$ cat src/design/stlp_pkg.sv
// ----------------------------------------------------------------------------
// stlp_pkg : shared types and constants for the timing line parser
// Character classes, token and result records, parse phases, time scales.
// ----------------------------------------------------------------------------
package stlp_pkg;

    localparam int unsigned TIME_W      = 39;
    localparam int unsigned MS_PER_HOUR = 3600000;
    localparam int unsigned MS_PER_MIN  = 60000;
    localparam int unsigned MS_PER_SEC  = 1000;
    localparam int unsigned MS_LIMIT    = 1000;
    localparam int unsigned MIN_LIMIT   = 60;

    localparam logic [7:0] CH_TAB   = 8'd9;
    localparam logic [7:0] CH_LF    = 8'd10;
    localparam logic [7:0] CH_CR    = 8'd13;
    localparam logic [7:0] CH_SPACE = 8'd32;
    localparam logic [7:0] CH_COMMA = 8'd44;
    localparam logic [7:0] CH_DASH  = 8'd45;
    localparam logic [7:0] CH_DOT   = 8'd46;
    localparam logic [7:0] CH_ZERO  = 8'd48;
    localparam logic [7:0] CH_NINE  = 8'd57;
    localparam logic [7:0] CH_COLON = 8'd58;
    localparam logic [7:0] CH_GT    = 8'd62;

    typedef enum logic [2:0] {
        CL_DIGIT,
        CL_COLON,
        CL_SEP,
        CL_BLANK,
        CL_DASH,
        CL_GT,
        CL_BREAK,
        CL_OTHER
    } char_class_t;

    typedef struct packed {
        logic        done;
        char_class_t cls;
        logic [3:0]  digit;
    } token_t;

    typedef struct packed {
        logic              ok;
        logic [TIME_W-1:0] begin_ms;
        logic [TIME_W-1:0] finish_ms;
    } result_t;

    typedef enum logic [13:0] {
        PH_LEAD1 = 14'b00000000000001,
        PH_H1    = 14'b00000000000010,
        PH_M1    = 14'b00000000000100,
        PH_S1    = 14'b00000000001000,
        PH_MS1   = 14'b00000000010000,
        PH_GAP1  = 14'b00000000100000,
        PH_DASH1 = 14'b00000001000000,
        PH_DASH2 = 14'b00000010000000,
        PH_LEAD2 = 14'b00000100000000,
        PH_H2    = 14'b00001000000000,
        PH_M2    = 14'b00010000000000,
        PH_S2    = 14'b00100000000000,
        PH_MS2   = 14'b01000000000000,
        PH_TRAIL = 14'b10000000000000
    } phase_t;

endpackage

$ cat src/design/stlp_fifo.sv
// ----------------------------------------------------------------------------
// stlp_fifo : small flop-based first-in first-out queue
// Registered storage, head shown combinationally while not empty.
// ----------------------------------------------------------------------------
module stlp_fifo #(
    parameter int WIDTH = 8,
    parameter int DEPTH = 4
) (
    input  logic             clk,
    input  logic             rst_n,
    input  logic             wr_en,
    input  logic [WIDTH-1:0] wr_data,
    output logic             full,
    input  logic             rd_en,
    output logic [WIDTH-1:0] rd_data,
    output logic             empty
);
    localparam int AW = (DEPTH > 1) ? $clog2(DEPTH) : 1;
    localparam int CW = $clog2(DEPTH + 1);

    logic [WIDTH-1:0] mem_reg [DEPTH];
    logic [AW-1:0]    wr_ptr_reg, wr_ptr_next;
    logic [AW-1:0]    rd_ptr_reg, rd_ptr_next;
    logic [CW-1:0]    count_reg, count_next;
    logic             do_wr, do_rd;

    assign full    = (count_reg == CW'(DEPTH));
    assign empty   = (count_reg == '0);
    assign do_wr   = wr_en && !full;
    assign do_rd   = rd_en && !empty;
    assign rd_data = mem_reg[rd_ptr_reg];

    always_comb
    begin
        wr_ptr_next = wr_ptr_reg;
        rd_ptr_next = rd_ptr_reg;
        count_next  = count_reg;
        if (do_wr)
        begin
            wr_ptr_next = (wr_ptr_reg == AW'(DEPTH - 1)) ? '0 : wr_ptr_reg + 1'b1;
        end
        if (do_rd)
        begin
            rd_ptr_next = (rd_ptr_reg == AW'(DEPTH - 1)) ? '0 : rd_ptr_reg + 1'b1;
        end
        if (do_wr && !do_rd)
        begin
            count_next = count_reg + 1'b1;
        end
        else if (do_rd && !do_wr)
        begin
            count_next = count_reg - 1'b1;
        end
    end

    always_ff @(posedge clk or negedge rst_n)
    begin
        if (!rst_n)
        begin
            wr_ptr_reg <= '0;
            rd_ptr_reg <= '0;
            count_reg  <= '0;
        end
        else
        begin
            wr_ptr_reg <= wr_ptr_next;
            rd_ptr_reg <= rd_ptr_next;
            count_reg  <= count_next;
        end
    end

    always_ff @(posedge clk)
    begin
        if (do_wr)
        begin
            mem_reg[wr_ptr_reg] <= wr_data;
        end
    end

    a_count_bound: assert property (@(posedge clk) disable iff (!rst_n)
        count_reg <= CW'(DEPTH))
        else $error("fifo count beyond depth");

    a_write_lands: assert property (@(posedge clk) disable iff (!rst_n)
        do_wr && !do_rd |=> !empty)
        else $error("fifo empty after a lone write");

    a_read_frees: assert property (@(posedge clk) disable iff (!rst_n)
        do_rd && !do_wr |=> !full)
        else $error("fifo full after a lone read");

endmodule

$ cat src/design/stlp_front.sv
// ----------------------------------------------------------------------------
// stlp_front : character classifier
// Turns one input request into a token: line end, or character class + digit.
// ----------------------------------------------------------------------------
module stlp_front (
    input  logic [7:0]      ch,
    input  logic            line_done,
    output stlp_pkg::token_t tok
);
    import stlp_pkg::*;

    char_class_t cls;

    always_comb
    begin
        priority if (ch >= CH_ZERO && ch <= CH_NINE)
            cls = CL_DIGIT;
        else if (ch == CH_COLON)
            cls = CL_COLON;
        else if (ch == CH_COMMA || ch == CH_DOT)
            cls = CL_SEP;
        else if (ch == CH_SPACE || ch == CH_TAB)
            cls = CL_BLANK;
        else if (ch == CH_DASH)
            cls = CL_DASH;
        else if (ch == CH_GT)
            cls = CL_GT;
        else if (ch == CH_CR || ch == CH_LF)
            cls = CL_BREAK;
        else
            cls = CL_OTHER;
    end

    // digit value is the low nibble of an ASCII digit
    assign tok.done  = line_done;
    assign tok.cls   = cls;
    assign tok.digit = ch[3:0];

endmodule

$ cat src/design/stlp_back.sv
// ----------------------------------------------------------------------------
// stlp_back : line grammar engine
// Walks the grammar a token a cycle, line ends held on res_full; builds the times
// ----------------------------------------------------------------------------
module stlp_back #(
    parameter int MAX_HOURS = 99999
) (
    input  logic              clk,
    input  logic              rst_n,
    input  logic              tok_valid,
    input  stlp_pkg::token_t  tok,
    output logic              tok_pop,
    input  logic              res_full,
    output logic              res_push,
    output stlp_pkg::result_t res
);
    import stlp_pkg::*;

    localparam longint unsigned ACC_CAP_V =
        (MAX_HOURS + 1 >= 1000) ? longint'(MAX_HOURS) + 1 : 1000;
    localparam int ACC_W = $clog2(ACC_CAP_V + 1);
    localparam longint unsigned MAX_TOTAL =
        (longint'(MAX_HOURS) + 1) * longint'(MS_PER_HOUR) - 1;
    localparam int TOT_W = $clog2(MAX_TOTAL + 1);
    localparam logic [ACC_W+3:0] ACC_CAP = (ACC_W + 4)'(ACC_CAP_V);

    phase_t             phase_reg, phase_next;
    logic [ACC_W-1:0]   accum_reg, accum_next;
    logic               seen_reg, seen_next;
    logic [TOT_W-1:0]   total_reg, total_next;
    logic [TOT_W-1:0]   first_reg, first_next;
    logic               broken_reg, broken_next;
    logic               trail_reg, trail_next;

    logic [ACC_W+3:0]   digit_sum;
    logic [ACC_W-1:0]   digit_accum;
    logic               limit_ok;
    logic               close_ok;
    logic [TOT_W-1:0]   close_total;
    logic               fin_broken;
    logic               fin_trail;
    logic [TOT_W-1:0]   fin_total;
    logic               fin_ok;

    // saturating decimal accumulate
    assign digit_sum   = (ACC_W + 4)'(accum_reg) * (ACC_W + 4)'(10)
                       + (ACC_W + 4)'(tok.digit);
    assign digit_accum = (digit_sum > ACC_CAP) ? ACC_CAP[ACC_W-1:0]
                                               : digit_sum[ACC_W-1:0];

    // field close: limit check and scaled add for the field the phase is in
    always_comb
    begin
        unique case (phase_reg)
            PH_H1, PH_H2:
            begin
                limit_ok    = (accum_reg <= ACC_W'(MAX_HOURS));
                close_ok    = seen_reg && limit_ok;
                close_total = TOT_W'(accum_reg) * TOT_W'(MS_PER_HOUR);
            end
            PH_M1, PH_M2:
            begin
                limit_ok    = (accum_reg < ACC_W'(MIN_LIMIT));
                close_ok    = seen_reg && limit_ok;
                close_total = total_reg + TOT_W'(accum_reg) * TOT_W'(MS_PER_MIN);
            end
            PH_S1, PH_S2:
            begin
                limit_ok    = (accum_reg < ACC_W'(MIN_LIMIT));
                close_ok    = seen_reg && limit_ok;
                close_total = total_reg + TOT_W'(accum_reg) * TOT_W'(MS_PER_SEC);
            end
            default:
            begin
                limit_ok    = (accum_reg < ACC_W'(MS_LIMIT));
                close_ok    = seen_reg && limit_ok;
                close_total = total_reg + TOT_W'(accum_reg);
            end
        endcase
    end

    // verdict at line end; an open millisecond field of the end stamp closes here
    assign fin_broken = broken_reg || ((phase_reg == PH_MS2) && !close_ok);
    assign fin_trail  = (phase_reg == PH_TRAIL) || (phase_reg == PH_MS2);
    assign fin_total  = (phase_reg == PH_MS2) ? close_total : total_reg;
    assign fin_ok     = !fin_broken && fin_trail && (fin_total > first_reg);

    assign tok_pop   = tok_valid && (!tok.done || !res_full);
    assign res_push  = tok_pop && tok.done;
    assign res.ok        = fin_ok;
    assign res.begin_ms  = fin_ok ? TIME_W'(first_reg) : '0;
    assign res.finish_ms = fin_ok ? TIME_W'(fin_total) : '0;

    always_comb
    begin
        phase_next  = phase_reg;
        accum_next  = accum_reg;
        seen_next   = seen_reg;
        total_next  = total_reg;
        first_next  = first_reg;
        broken_next = broken_reg;
        trail_next  = trail_reg;
        if (tok_pop && tok.done)
        begin
            phase_next  = PH_LEAD1;
            accum_next  = '0;
            seen_next   = 1'b0;
            total_next  = '0;
            first_next  = '0;
            broken_next = 1'b0;
            trail_next  = 1'b0;
        end
        else if (tok_pop)
        begin
            priority if (tok.cls == CL_BREAK)
            begin
                trail_next = 1'b1;
            end
            else if (trail_reg)
            begin
                broken_next = 1'b1;
            end
            else if (!broken_reg)
            begin
                unique case (phase_reg)
                    PH_LEAD1, PH_LEAD2:
                    begin
                        if (tok.cls == CL_DIGIT)
                        begin
                            phase_next = (phase_reg == PH_LEAD1) ? PH_H1 : PH_H2;
                            accum_next = digit_accum;
                            seen_next  = 1'b1;
                        end
                        else if (tok.cls != CL_BLANK)
                        begin
                            broken_next = 1'b1;
                        end
                    end
                    PH_GAP1:
                    begin
                        if (tok.cls == CL_DASH)
                            phase_next = PH_DASH1;
                        else if (tok.cls != CL_BLANK)
                            broken_next = 1'b1;
                    end
                    PH_DASH1:
                    begin
                        if (tok.cls == CL_DASH)
                            phase_next = PH_DASH2;
                        else
                            broken_next = 1'b1;
                    end
                    PH_DASH2:
                    begin
                        if (tok.cls == CL_GT)
                            phase_next = PH_LEAD2;
                        else
                            broken_next = 1'b1;
                    end
                    PH_TRAIL:
                    begin
                        if (tok.cls != CL_BLANK)
                            broken_next = 1'b1;
                    end
                    PH_H1, PH_M1, PH_S1, PH_MS1, PH_H2, PH_M2, PH_S2, PH_MS2:
                    begin
                        if (tok.cls == CL_DIGIT)
                        begin
                            accum_next = digit_accum;
                            seen_next  = 1'b1;
                        end
                        else if ((tok.cls == CL_COLON && (phase_reg == PH_H1
                                  || phase_reg == PH_M1 || phase_reg == PH_H2
                                  || phase_reg == PH_M2))
                              || (tok.cls == CL_SEP && (phase_reg == PH_S1
                                  || phase_reg == PH_S2))
                              || (phase_reg == PH_MS1 && (tok.cls == CL_BLANK
                                  || tok.cls == CL_DASH))
                              || (phase_reg == PH_MS2 && tok.cls == CL_BLANK))
                        begin
                            accum_next  = '0;
                            seen_next   = 1'b0;
                            broken_next = !close_ok;
                            if (close_ok)
                                total_next = close_total;
                            unique case (phase_reg)
                                PH_H1:   phase_next = PH_M1;
                                PH_M1:   phase_next = PH_S1;
                                PH_S1:   phase_next = PH_MS1;
                                PH_H2:   phase_next = PH_M2;
                                PH_M2:   phase_next = PH_S2;
                                PH_S2:   phase_next = PH_MS2;
                                PH_MS1:
                                begin
                                    first_next = close_total;
                                    total_next = '0;
                                    phase_next = (tok.cls == CL_DASH) ? PH_DASH1
                                                                      : PH_GAP1;
                                end
                                default: phase_next = PH_TRAIL;
                            endcase
                        end
                        else
                        begin
                            broken_next = 1'b1;
                        end
                    end
                    default:
                    begin
                        broken_next = 1'b1;
                    end
                endcase
            end
        end
    end

    always_ff @(posedge clk or negedge rst_n)
    begin
        if (!rst_n)
        begin
            phase_reg  <= PH_LEAD1;
            accum_reg  <= '0;
            seen_reg   <= 1'b0;
            total_reg  <= '0;
            first_reg  <= '0;
            broken_reg <= 1'b0;
            trail_reg  <= 1'b0;
        end
        else
        begin
            phase_reg  <= phase_next;
            accum_reg  <= accum_next;
            seen_reg   <= seen_next;
            total_reg  <= total_next;
            first_reg  <= first_next;
            broken_reg <= broken_next;
            trail_reg  <= trail_next;
        end
    end

    a_pop_needs_token: assert property (@(posedge clk) disable iff (!rst_n)
        tok_pop |-> tok_valid)
        else $error("token popped from an empty queue");

    a_push_has_room: assert property (@(posedge clk) disable iff (!rst_n)
        res_push |-> !res_full)
        else $error("verdict pushed into a full result queue");

    a_line_restarts: assert property (@(posedge clk) disable iff (!rst_n)
        res_push |=> (phase_reg == PH_LEAD1) && !broken_reg && !trail_reg && !seen_reg)
        else $error("parser state not cleared after line end");

endmodule

$ cat src/design/srt_timing_line_parser_top.sv
// ----------------------------------------------------------------------------
// srt_timing_line_parser_top : subtitle timing line recogniser
// One request per cycle is taken while full is low; each is classified and queued.
// The grammar engine retires one queued request per cycle, holding a line-end
// request while the result queue is full; its verdict is then registered in the result
// queue and shows on the ports once every request queued ahead of it has retired.
// rst_n (async, active low) clears both queues and returns the parser to line start.
// ----------------------------------------------------------------------------
module srt_timing_line_parser_top #(
    parameter int MAX_HOURS = 99999
) (
    input  logic                             clk,
    input  logic                             rst_n,
    // request side
    input  logic                             push,
    output logic                             full,
    input  logic [7:0]                       ch,
    input  logic                             line_done,
    // result side
    output logic                             empty,
    input  logic                             pop,
    output logic                             timing_ok,
    output logic [stlp_pkg::TIME_W-1:0]      begin_time_ms,
    output logic [stlp_pkg::TIME_W-1:0]      finish_time_ms
);
    import stlp_pkg::*;

    localparam int TOK_W   = $bits(token_t);
    localparam int RES_W   = $bits(result_t);
    localparam int TOK_DEP = 4;   // absorbs short stalls of the result side
    localparam int RES_DEP = 2;   // lets a verdict wait while the next line streams in

    token_t             front_tok;
    token_t             back_tok;
    logic [TOK_W-1:0]   back_tok_bits;
    logic               tok_empty;
    logic               tok_pop;
    result_t            back_res;
    result_t            head_res;
    logic [RES_W-1:0]   head_res_bits;
    logic               res_full;
    logic               res_push;

    // Front: each request is reduced to a compact token (class + digit value)
    stlp_front u_front (
        .ch        (ch),
        .line_done (line_done),
        .tok       (front_tok)
    );

    // Token queue: decouples request intake from the grammar engine
    stlp_fifo #(
        .WIDTH (TOK_W),
        .DEPTH (TOK_DEP)
    ) u_tok_q (
        .clk     (clk),
        .rst_n   (rst_n),
        .wr_en   (push),
        .wr_data (front_tok),
        .full    (full),
        .rd_en   (tok_pop),
        .rd_data (back_tok_bits),
        .empty   (tok_empty)
    );

    assign back_tok = token_t'(back_tok_bits);

    // Back: grammar walk, field limits, time build-up; a line-end token only
    // retires when the result queue has room, characters always retire
    stlp_back #(
        .MAX_HOURS (MAX_HOURS)
    ) u_back (
        .clk       (clk),
        .rst_n     (rst_n),
        .tok_valid (!tok_empty),
        .tok       (back_tok),
        .tok_pop   (tok_pop),
        .res_full  (res_full),
        .res_push  (res_push),
        .res       (back_res)
    );

    // Result queue: the oldest verdict sits on the ports while empty is low
    stlp_fifo #(
        .WIDTH (RES_W),
        .DEPTH (RES_DEP)
    ) u_res_q (
        .clk     (clk),
        .rst_n   (rst_n),
        .wr_en   (res_push),
        .wr_data (back_res),
        .full    (res_full),
        .rd_en   (pop),
        .rd_data (head_res_bits),
        .empty   (empty)
    );

    assign head_res       = result_t'(head_res_bits);
    assign timing_ok      = head_res.ok;
    assign begin_time_ms  = head_res.begin_ms;
    assign finish_time_ms = head_res.finish_ms;

endmodule
$ cat config.mk
export PLATFORM = sky130hd
export DESIGN_NAME = srt_timing_line_parser_top
export DESIGN_NICKNAME = d
export VERILOG_FILES = /design/src/design/stlp_pkg.sv /design/src/design/stlp_fifo.sv /design/src/design/stlp_front.sv /design/src/design/stlp_back.sv /design/src/design/srt_timing_line_parser_top.sv
export SDC_FILE = /design/constraint.sdc
export NUM_CORES = 1
export LEC_CHECK = 0
export ABC_AREA = 1
export BUFFER_PORTS_ARGS = -buffer_cell sky130_fd_sc_hd__clkbuf_2
export CORE_ASPECT_RATIO = 1.4
export CORE_MARGIN = 1.5
export CORE_UTILIZATION = 45
export CTS_CLUSTER_SIZE = 12
export DETAILED_ROUTE_END_ITERATION = 10
export PLACE_DENSITY = 0.69
export SETUP_SLACK_MARGIN = 0.05
export SLEW_MARGIN = 20
export SYNTH_ARGS = -nofsm -noshare
export SYNTH_HDL_FRONTEND = slang
export SYNTH_SLANG_ARGS = --single-unit
$ cat constraint.sdc
create_clock -name clk -period 7.4 [get_ports clk]
set_clock_uncertainty 0.05 [all_clocks]
set_input_delay 1.11 -clock clk [delete_from_list [all_inputs] [get_ports clk]]
set_output_delay 1.11 -clock clk [all_outputs]
set_load 0.05 [all_outputs]
### Word level (Yosys, flattened, before mapping)

Memories as Yosys holds them, arrays and structs flattened.
Cells that the tools add are included.

* bits in registers: 123
* input port bits: 13
* output and inout port bits: 81
* RAM bits: 190
* memories: 2

* reductions and logical operators: 71
* equal/unequal tests: 45
* $mul: 4
* mux-type cells: 93
* $lt $le $gt $ge: 7
* add/subtract/negate cells: 12

Memory list
* u_res_q.mem_reg: words 2, bits a word 79, rd ports 1, clocked after memory_dff 0, write ports 1, line stlp_fifo.sv:21 `logic [WIDTH-1:0] mem_reg [DEPTH];`
* u_tok_q.mem_reg: words 4, bits a word 8, rd ports 1, clocked after memory_dff 0, write ports 1, line stlp_fifo.sv:21

Operator list (number)
* 2-to-1 mux 39 bit: 22
* 2-to-1 mux 14 bit: 11
* 2-to-1 mux 17 bit: 9
* one-hot mux 39 bit (3 select lines): 1
* one-hot mux 14 bit (7 select lines): 1
* one-hot mux 14 bit (5 select lines): 1
* == test 8 x 6 -> 1 bit (second input constant): 6
* adder 39 x 17 -> 39 bit: 1
* adder 39 x 27 -> 39 bit: 1
* adder 39 x 33 -> 39 bit: 1
* > comparator 39 bit: 1
* one-hot mux 17 bit (2 select lines): 1
* multiplier 17 x 15 -> 32 bit (second input constant): 1
* 2-to-1 mux 1 bit: 30
* multiplier 17 x 11 -> 28 bit (second input constant): 1
* == test 8 x 4 -> 1 bit (second input constant): 3
* multiplier 17 x 7 -> 24 bit (second input constant): 1
* 2-to-1 mux 3 bit: 8
* adder 21 x 4 -> 21 bit: 1
* > comparator 21 x 17 -> 1 bit (second input constant): 1
* logical AND 1 bit: 21
* multiplier 17 x 3 -> 20 bit (second input constant): 1
* less-or-equal comparator 17 bit (second input constant): 1
* less-than comparator 17 x 10 -> 1 bit (second input constant): 1
* 49 further kinds: 106

### Longest topological paths before layout

* word-level depth: 16
* mapped depth: 45
* depth with buffers taken out: 43

### Modules after synthesis

Synthesis repeated with hierarchy kept, for this count alone.

* cell total of the unflattened synthesis: 4301
* area, all modules: 33259.4 sq um

By module, submodules not included
* stlp_back: cells an instance 3655, instances 1, area an instance 25300.5 sq um, seq. area each 2803.9 sq um
* stlp_fifo at u_res_q: cells an instance 444, instances 1, area an instance 5982.0 sq um, seq. area each 4844.6 sq um
* stlp_fifo at u_tok_q: cells an instance 154, instances 1, area an instance 1754.2 sq um, seq. area each 1136.1 sq um
* stlp_front: cells an instance 47, instances 1, area an instance 219.0 sq um, seq. area each 0.0 sq um
* srt_timing_line_parser_top: cells an instance 1, instances 1, area an instance 3.8 sq um, seq. area each 0.0 sq um

### Worst setup path before layout

Ideal clock, no wire load.

* path type: register to register
* from: reg u_back.accum_reg[6]
* to: mem u_res_q.mem_reg[0][68] in the netlist's numbering, data pin
* slack: -0.730 ns
* arrival time: 7.933 ns
* cell stages (with the launch flop): 41
* setup time: 0.148 ns
* required time: 7.202 ns
* path buffers: 2
* cells stage by stage: dfrtp_1 -> inv_1 -> fa_1 -> inv_1 -> fa_1 -> fa_1 -> inv_1 -> fa_1 -> fa_1 -> inv_1 -> ha_1 -> nand2_1 -> nor4_1 -> a21oi_1 -> o21ai_0 -> nand3_1 -> nand2_1 -> a21oi_1 -> (+5 left out) -> o21ai_0 -> a21oi_1 -> nand3_1 -> nand3_1 -> nand4_1 -> nand3_1 -> nand2_1 -> ha_1 -> nand2_1 -> nor3_1 -> inv_1 -> nor4_1 -> nand4_1 -> nand3_1 -> nand3_2 -> buf_2 -> buf_6 -> nor2_1

RTL lines
* from (decl): line stlp_back.sv:28 `logic [ACC_W-1:0] accum_reg, accum_next;`
* from (signal assigned): line stlp_back.sv:232 `accum_reg <= accum_next;`
* to (decl): line stlp_fifo.sv:21

==> flow_summary.json <==
{
  "fin_crit_sh_pct": 116,
  "n_fill_cell": 6593,
  "avgSynthCellArea_um2": 7.75,
  "drt_iter0_drc": 2119,
  "synth_ff_type": "edfxtp_1",
  "path_buf_inv": 23,
  "numCtsBuffers": 34,
  "tns_ns": -166.16,
  "rsz0062_at_grt": "yes",
  "die-width_um": 233,
  "synth_cell_types": 58,
  "viasPerCell": 5.35,
  "status": "complete, but fails checks",
  "gp_congestion": 1.03,
  "die_area_mm2": 0.0754,
  "async_flop_share_pct": 39.3,
  "yosysWarnings": 0,
  "cp_slowest_stage_delay_ns": 0.57,
  "postSynthCellCount": 4285,
  "hold_class": "flip-flop to flip-flop",
  "start_kind": "flip-flop",
  "vias": 32200,
  "initial_core_util_pct": 45.5,
  "dp_slack_ns": -1.39,
  "drv_slew": 0,
  "grt_pass1_wl_um": 181000,
  "final_cells": 6027,
  "area_growth_pct": 27.8,
  "antenna_found_initial": 0,
  "drive_gt1_share_pct": 24.1,
  "track_usage_pct": 31.7,
  "overflow": 0,
  "numPortBuffers": 93,
  "placedCellCount": 5905,
  "place_area_mm2": 0.0396,
  "yosysSeqAreaShare_pct": 26.5,
  "drv_cap": 0,
  "setup_viol": 158,
  "end_kind": "flip-flop",
  "final_cell_area_mm2": 0.0424,
  "largest_reg_flops": 158,
  "crit_family": "adder cells",
  "diodes": 0,
  "grt_max_degree": 80,
  "violations": "setup timing",
  "cts_root_buffer": "clkbuf_16",
  "fin_ws_ns": -1.18,
  "grt_pass1_vias": 33100,
  "drtPass1Iterations": 6,
  "min_period_ns": 8.58,
  "worst_ep_required_time_ns": 7.76,
  "cp_common_cell": "buf_4",
  "hold_viol": 0,
  "dpl.hpwl_um": 100000,
  "io_pins": 94,
  "clock_tree.buffer_depth": 3,
  "cts_sinks": 313,
  "drt-wirelength-per-cell_um": 20.0,
  "slowest_stage": "fa_1",
  "wl_um": 121000,
  "drc": 0,
  "syn_area_mm2": 0.0332,
  "cts_tree": "done",
  "die_y_um": 324,
  "ys_ff_latch": 313,
  "path_clk_slew_ns": 0.06,
  "synth_nets": 4882,
  "clk_latency_ns": 0.58,
  "slew_headroom_pct": 32.2,
  "cp_max_fo": 4,
  "worst_pin_slew_ns": 1.01,
  "max_freq_mhz": 117,
  "h-tree-depth": 2,
  "core_mm2": 0.0729,
  "row_count": 117,
  "ant_nets": 0,
  "crit_type": "flip-flop to flip-flop",
  "finalNetCount": 5646,
  "synth_edf_count": 190,
  "worstPathArrival_ns": 8.94
}
[worst min-delay path, cell delays in order (launching register included)]
cell and delay (ns):
dfstp_2 0.38, nand2_1 0.06, nand2_1 0.05
[layout make-up]
cell class,count,area (um2),share of cell area [%]
clock buffer,54,966,2.28
clock inverter,8,121,0.286
multi-input combinational,3222,22800,53.7
tap,952,1190,2.81
sequential,313,8800,20.8
timing repair buffer,802,6030,14.2
inverter,676,2540,5.99
[layer usage]
layer	track usage, %	share of wire (%)
met5	0	0
met4	21.5	8.2
met3	3.28	4.1
met2	58.0	51
met1	33.9	37
[cells in the final DEF (no fill, tap or decap), types with 18 or more instances in the layout]
cell type	count
inv_1	635
a21oi_2	39
ha_1	339
o21ai_1	28
nor2_2	44
nand2_2	41
a21oi_1	207
nor3_1	39
clkbuf_16	37
ha_4	18
or2_2	30
o21ai_2	28
nand3_1	233
o22ai_1	28
nor2_1	252
o21ai_0	236
nor2_4	31
edfxtp_1	190
nand3_2	25
buf_4	689
fa_1	221
dfrtp_1	110
clkbuf_2	92
xor2_1	44
nand2_1	1052
nand4_1	88
inv_2	40
xnor2_1	30
[final timing paths]
kind / startpoint / endpoint / slack, ns / cells after the start
max: u_back.accum_reg[6] / u_res_q.mem_reg[1][33] / -1.18 / 49
min: u_back.phase_reg[0] / u_back.phase_reg[0] / 0.43 / 2
max reg2reg: u_back.accum_reg[6] / u_res_q.mem_reg[1][33] / -1.18 / 49
min reg2reg: u_back.phase_reg[0] / u_back.phase_reg[0] / 0.43 / 2
max in group asynchronous: rst_n / u_back.first_reg[24] / 5.46 / 2
min in group asynchronous: rst_n / u_res_q.count_reg[0] / 0.47 / 1
[repair_timing]
item,CTS,global route
pin swaps,18,72
gates resized for setup,143,149
hold buffers,0,0
gates cloned,3,3
buffers inserted,33,22
setup endpoints to repair,158,158
[cells by family (layout without fill, tap and decap cells)]
kind of cell,Yosys count,count (layout),synth area share (%)
AO/OA/AOI/OAI,663,663,11.1
XOR/XNOR,83,83,2.19
adder cells (fa/ha/maj),584,584,27.1
buffers and inverters,750,1540,8.79
flip-flops,313,313,26.5
multiplexers,1,1,0.0339
AND/OR/NAND/NOR,1891,1891,24.4
[Yosys cell counts (14+ instances only)]
library cell / number / area, um2
ha_1: 360 / 4500
clkbuf_1: 39 / 146
nand3_1: 252 / 1260
or2_2: 30 / 188
o21ai_2: 21 / 184
dfrtp_1: 122 / 3050
inv_1: 660 / 2480
o21ai_0: 267 / 1340
inv_2: 15 / 56.3
buf_2: 17 / 85.1
nand4_1: 88 / 551
o22ai_1: 28 / 175
nand2_1: 1078 / 4050
nand3b_1: 16 / 120
xor2_1: 49 / 429
xnor2_1: 34 / 298
a21o_1: 14 / 105
edfxtp_1: 190 / 5710
nand2_2: 18 / 113
a21oi_1: 252 / 1260
fa_1: 224 / 4480
nor2_1: 314 / 1180
nor3_1: 44 / 220
nor4_1: 17 / 106
[through the flow]
stage | util, % | hold WS, ns
finish | 58.2 | 0.432
global route | 58.2 | 0.458
CTS | 57.0 | 0.436
detailed placement | 54.4 | 0.426
global placement | 54.4 | 0.412
floorplan | - | 0.400
Power is left out: the tool's default activity adds up to more than one toggle a clock period on the data nets, which glitch-free logic cannot reach.
